File: src/sphere_triangle_overlap_defines.svh
// ----------------------------------------------------------------------------
// Assertion macros for the sphere-triangle overlap block
// Shared implication forms with the block clock and reset built in.
// ----------------------------------------------------------------------------
`ifndef SPHERE_TRIANGLE_OVERLAP_DEFINES_SVH
`define SPHERE_TRIANGLE_OVERLAP_DEFINES_SVH

// Same-cycle implication.
`define STO_ASSERT_IMP(label, ante, cons) \
	label: assert property (@(posedge clk) disable iff (!arst_n) (ante) |-> (cons)) \
		else $error("sphere_triangle_overlap: assertion failed");

// Next-cycle implication.
`define STO_ASSERT_NXT(label, ante, cons) \
	label: assert property (@(posedge clk) disable iff (!arst_n) (ante) |=> (cons)) \
		else $error("sphere_triangle_overlap: assertion failed");

`endif

File: src/sto_mul.sv
// ----------------------------------------------------------------------------
// Two-stage signed multiplier
// Splits both operands into halves, registers four partial products, then
// sums them in the second stage.
// ----------------------------------------------------------------------------
module sto_mul #(
	parameter int AW = 18,
	parameter int BW = 39
) (
	input  logic                     clk,
	input  logic                     en,
	input  logic signed [AW-1:0]     a,
	input  logic signed [BW-1:0]     b,
	output logic signed [AW+BW-1:0]  p
);

	localparam int AL = AW / 2;
	localparam int AH = AW - AL;
	localparam int BL = BW / 2;
	localparam int BH = BW - BL;
	localparam int PW = AW + BW;

	logic signed [AH-1:0]    ah;
	logic [AL-1:0]           al;
	logic signed [BH-1:0]    bh;
	logic [BL-1:0]           bl;
	logic signed [AL:0]      al_x;
	logic signed [BL:0]      bl_x;
	logic signed [AH+BH-1:0] hh_s1;
	logic signed [AH+BL:0]   hl_s1;
	logic signed [AL+BH:0]   lh_s1;
	logic [AL+BL-1:0]        ll_s1;
	logic signed [PW-1:0]    t_hh;
	logic signed [PW-1:0]    t_hl;
	logic signed [PW-1:0]    t_lh;
	logic signed [PW-1:0]    t_ll;

	assign ah   = a[AW-1:AL];
	assign al   = a[AL-1:0];
	assign bh   = b[BW-1:BL];
	assign bl   = b[BL-1:0];
	assign al_x = {1'b0, al};
	assign bl_x = {1'b0, bl};

	always_ff @(posedge clk) begin
		if (en) begin
			hh_s1 <= ah * bh;
			hl_s1 <= ah * bl_x;
			lh_s1 <= al_x * bh;
			ll_s1 <= al * bl;
		end
	end

	assign t_hh = hh_s1;
	assign t_hl = hl_s1;
	assign t_lh = lh_s1;
	assign t_ll = PW'(ll_s1);

	always_ff @(posedge clk) begin
		if (en) begin
			p <= (t_hh <<< (AL + BL)) + (t_hl <<< AL) + (t_lh <<< BL) + t_ll;
		end
	end

endmodule

File: config.mk
export PLATFORM = sky130hd
export DESIGN_NAME = sto_mul
export DESIGN_NICKNAME = d
export VERILOG_FILES = /design/src/sphere_triangle_overlap_defines.svh /design/src/sto_mul.sv
export SDC_FILE = /design/constraint.sdc
export NUM_CORES = 2
export LEC_CHECK = 0
export BUFFER_PORTS_ARGS = -buffer_cell sky130_fd_sc_hd__buf_4
export CAP_MARGIN = 10
export CORE_UTILIZATION = 49
export CTS_BUF_LIST = sky130_fd_sc_hd__clkbuf_8
export CTS_CLUSTER_SIZE = 30
export DETAILED_ROUTE_END_ITERATION = 10
export PLACE_DENSITY = 0.61
export SLEW_MARGIN = 40
export SYNTH_ARGS = -nofsm -noshare
export SYNTH_HDL_FRONTEND = slang
export SYNTH_SLANG_ARGS = --single-unit
File: constraint.sdc
create_clock -name clk -period 13.49 [get_ports clk]
set_input_delay 1.349 -clock clk [delete_from_list [all_inputs] [get_ports clk]]
set_output_delay 1.349 -clock clk [all_outputs]
set_load 0.02 [all_outputs]
==> key figures <==
Clock tree
  – # Post-CTS Setup Buffers: 0
  – Sink Count: 173
  – CTS tree: done
  – Clock Latency Late Sink: 560 ps
  – Hold_buf cts: 0
  – Clock-pin slew of the registers on the worst-case setup and hold paths: 100 ps
  – TritonCTS Buffers: 17
  – Cts repair resizes: 0
  – CTS Root Cell: clkbuf_8
  – H-tree Lvls: 4
  – Clk buf depth: 2

Floorplanning
  – Starting density of the core: around half
  – Die Width: between 200 and 300 um
  – IO Count: 116
  – Core area: around 63000 um^2
  – Die area: 65000 um^2
  – Std-Cell Rows: 92
  – Chip height: ~250 um

Detailed routing
  – Post-route ant nets: 0
  – Iteration-0 DRC count of the detailed router: approximately 1300
  – Residual DRC: 0
  – Routed via count: 21825
  – Vias per inst: about 5.4
  – Max Used Layer: met5
  – Met1 wire length: between 30 and 40 mm
  – DR pass1 iterations: 5
  – Routed wl met3: about 4.3 mm
  – Per-cell routed wire length: between 15 and 20 um
  – DRT Wirelength: ~75 mm
  – Metal2 WL: 35.3 mm

STA
  – Max-slew violation count: 0
  – Hold slack: 432 ps
  – Hold Violations, Final: 0
  – Crit path time final: ~7000 ps
  – Max Fclk: 143 MHz
  – Measured slew at the worst slew-check pin: approximately 980 ps
  – Slew margin rel.: around a third
  – Final setup violation count: 0
  – Fin crit share: around half
  – TNS Setup: 0 ps
  – Post-Route Skew: 19.1 ps
  – RSZ-0062 raised after global routing: false

Min path
  – Min-Delay Path Class: flop to flop
  – Hold_sp: ll_s1[0]
  – WHS Path Cells: 0
  – End of the worst hold path: p[0]

Setup path
  – Worst Path Buf+Inv: 5
  – R2r startpoint: hl_s1[2]
  – R2R setup slack: around 8900 ps
  – Startpoint types: input port
  – Worst R2R Path Depth: 13
  – Critical path's top delay family: adder cells
  – Critical-path cell list: buf_4 -> nand2_1 -> fa_1 -> inv_1 -> fa_1 -> ha_1 -> inv_1 -> fa_1 -> inv_1 -> ha_1 -> ha_1 -> inv_1 -> fa_1 -> nor2b_1 -> o21ai_0 -> a21oi_1 -> o221a_2 -> a21oi_1 -> a2111oi_1 -> nor3_1 -> o41ai_1 -> a21oi_1 -> xnor2_1
  – WP depth: 23
  – Crit path max fanout: 39
  – Worst path max stage delay: around 660 ps
  – CP endpoint kind: flop
  – Slowest CP cell: a2111oi_1
  – Reg2reg end: p[55]
  – Req. time, crit path: 13790 ps
  – Critical path class: input port to flop
  – Data arrival time of the critical path: around 7300 ps

Global routing
  – First-pass GRT wire length: ~120 mm
  – Vias in the first global route: roughly 24000
  – GRT overflow: 0
  – Largest net degree at the start of global routing: 102
  – Total Routing Usage GR: ~25%
  – Antenna violations before repair: 4

Synth
  – Asr flop ratio synth: 0%
  – Post-synth EDFFs: ~170
  – Top FF cell, synth: edfxtp_1
  – Syn avg cell area: 9.92 um^2
  – Synth cell types: 72
  – Top cell type's share of synthesized area: roughly 37%
  – Dominant cells by area after synthesis: fa_1 (37%), edfxtp_1 (17%), ha_1 (12%)
  – Post-synthesis cell area: ~31000 um^2
  – Area leader, netlist: fa_1
  – Sequential fraction of the synthesis area: around 17%
  – Syn nets: just over 4000
  – Synthesized instance count: approximately 3200
  – Synthesized flop and latch total: roughly 170
  – Syn. warnings: 0

Final layout
  – NumNets Final: around 4100
  – Fillers: between 5000 and 6000
  – Layout cells sized above 1: around 5.3%
  – Syn-to-layout area delta: 6.30%
  – Finished Cell Area: 33300 um^2

Placement
  – Number of port buffers: between 100 and 150
  – DP Area: roughly 33000 um^2
  – Final GP Congestion: a little under 0.9
  – DP HPWL: 58.4 mm

Job
  – Max Cap Viol: 0

Outcome
  – Outcome: finished, final reports clean
area by class of cell:
class	instances	area, um^2	area share, %
multi-input combinational	2321	23600	71.0
inverter	540	2030	6.08
clock buffer	17	234	0.702
sequential	173	5190	15.6
clock inverter	15	233	0.699
antenna	3	7.51	0.0225
tap	846	1060	3.18
timing repair buffer	120	910	2.73
per-layer routing:
layer,vias up,GRT usage (%)
met5,-,0
met2,623,40.7
li1,9953,-
met3,108,4.26
met1,11139,33.3
met4,2,9.20
worst reg2reg max path, stage by stage, from the launching register on:
cell,delay (ps)
edfxtp_1,410
ha_1,340
ha_1,300
a211oi_1,360
o21ai_1,190
a221oi_1,390
buf_2,280
or4_1,350
a31oi_1,280
a221o_1,480
a221oi_1,440
a21boi_1,170
a31oi_1,280
xnor2_1,100
placed cells by master, fill, tap and decap left out, types with 7 or more instances in the layout:
| cell | instances |
|---|---|
| a211oi_1 | 9 |
| a21o_1 | 58 |
| o21ai_0 | 43 |
| nand3_1 | 21 |
| a31oi_1 | 14 |
| fa_1 | 575 |
| inv_1 | 541 |
| nor2_1 | 106 |
| xnor2_1 | 108 |
| ha_1 | 304 |
| buf_4 | 117 |
| nor2b_1 | 20 |
| xor2_1 | 31 |
| clkbuf_8 | 17 |
| o21ai_1 | 12 |
| or3_1 | 7 |
| nand2b_1 | 20 |
| and2_1 | 366 |
| o21bai_1 | 15 |
| edfxtp_1 | 173 |
| a21oi_1 | 100 |
| nand2_1 | 356 |
| o21a_1 | 14 |
| and3_1 | 15 |
| nor3_1 | 28 |
flip-flops by register name, indices dropped and copies added (netlist names):
name / flops
p: 57
hh_s1: 29
ll_s1: 28
hl_s1: 29
lh_s1: 30
stage by stage:
step	util (%)	std cells	setup slack, ps
CTS	52.8	4032	6520
floorplan	-	3160	6460
global placement	52.0	3999	5930
finish	52.8	4035	6480
detailed placement	52.1	4000	5930
global route	52.8	4035	6270
cells in the mapped netlist, types with 7 or more instances:
cell and number:
fa_1 575, inv_1 540, and2_1 366, nand2_1 356, ha_1 304, edfxtp_1 173, clkbuf_1 124, xnor2_1 108
nor2_1 106, a21oi_1 100, a21o_1 58, o21ai_0 43, xor2_1 31, nor3_1 28, nand3_1 21, nand2b_1 20
nor2b_1 20, and3_1 15, o21bai_1 15, a31oi_1 14, o21a_1 14, o21ai_1 12, a211oi_1 10, or3_1 7
worst max path at each step:
stage / start / slack (ps) / end
after detailed placement: a[9] / 5930 / hl_s1[27]
final: a[9] / 6480 / hl_s1[27]
after CTS: a[9] / 6520 / hl_s1[27]
after global routing: a[9] / 6270 / hl_s1[27]
after global placement: a[9] / 5930 / hl_s1[27]
after floorplan: a[3] / 6460 / lh_s1[28]
cell families (layout without fill, tap and decap cells):
group                    count (synthesis)  after routing  synth area share (%)
other                                    0              3                     0
adder cells (fa/ha/maj)                879            879                  48.9
XOR/XNOR                               139            139                  3.89
buffers and inverters                  666            692                  7.98
multiplexers                             3              3                0.0958
AO/OA/AOI/OAI                          336            336                  7.12
flip-flops                             173            173                  16.6
AND/OR/NAND/NOR                        964            964                  15.5
Power is left out: the tool's default activity adds up to more than one toggle a clock period on the data nets, which glitch-free logic cannot reach.
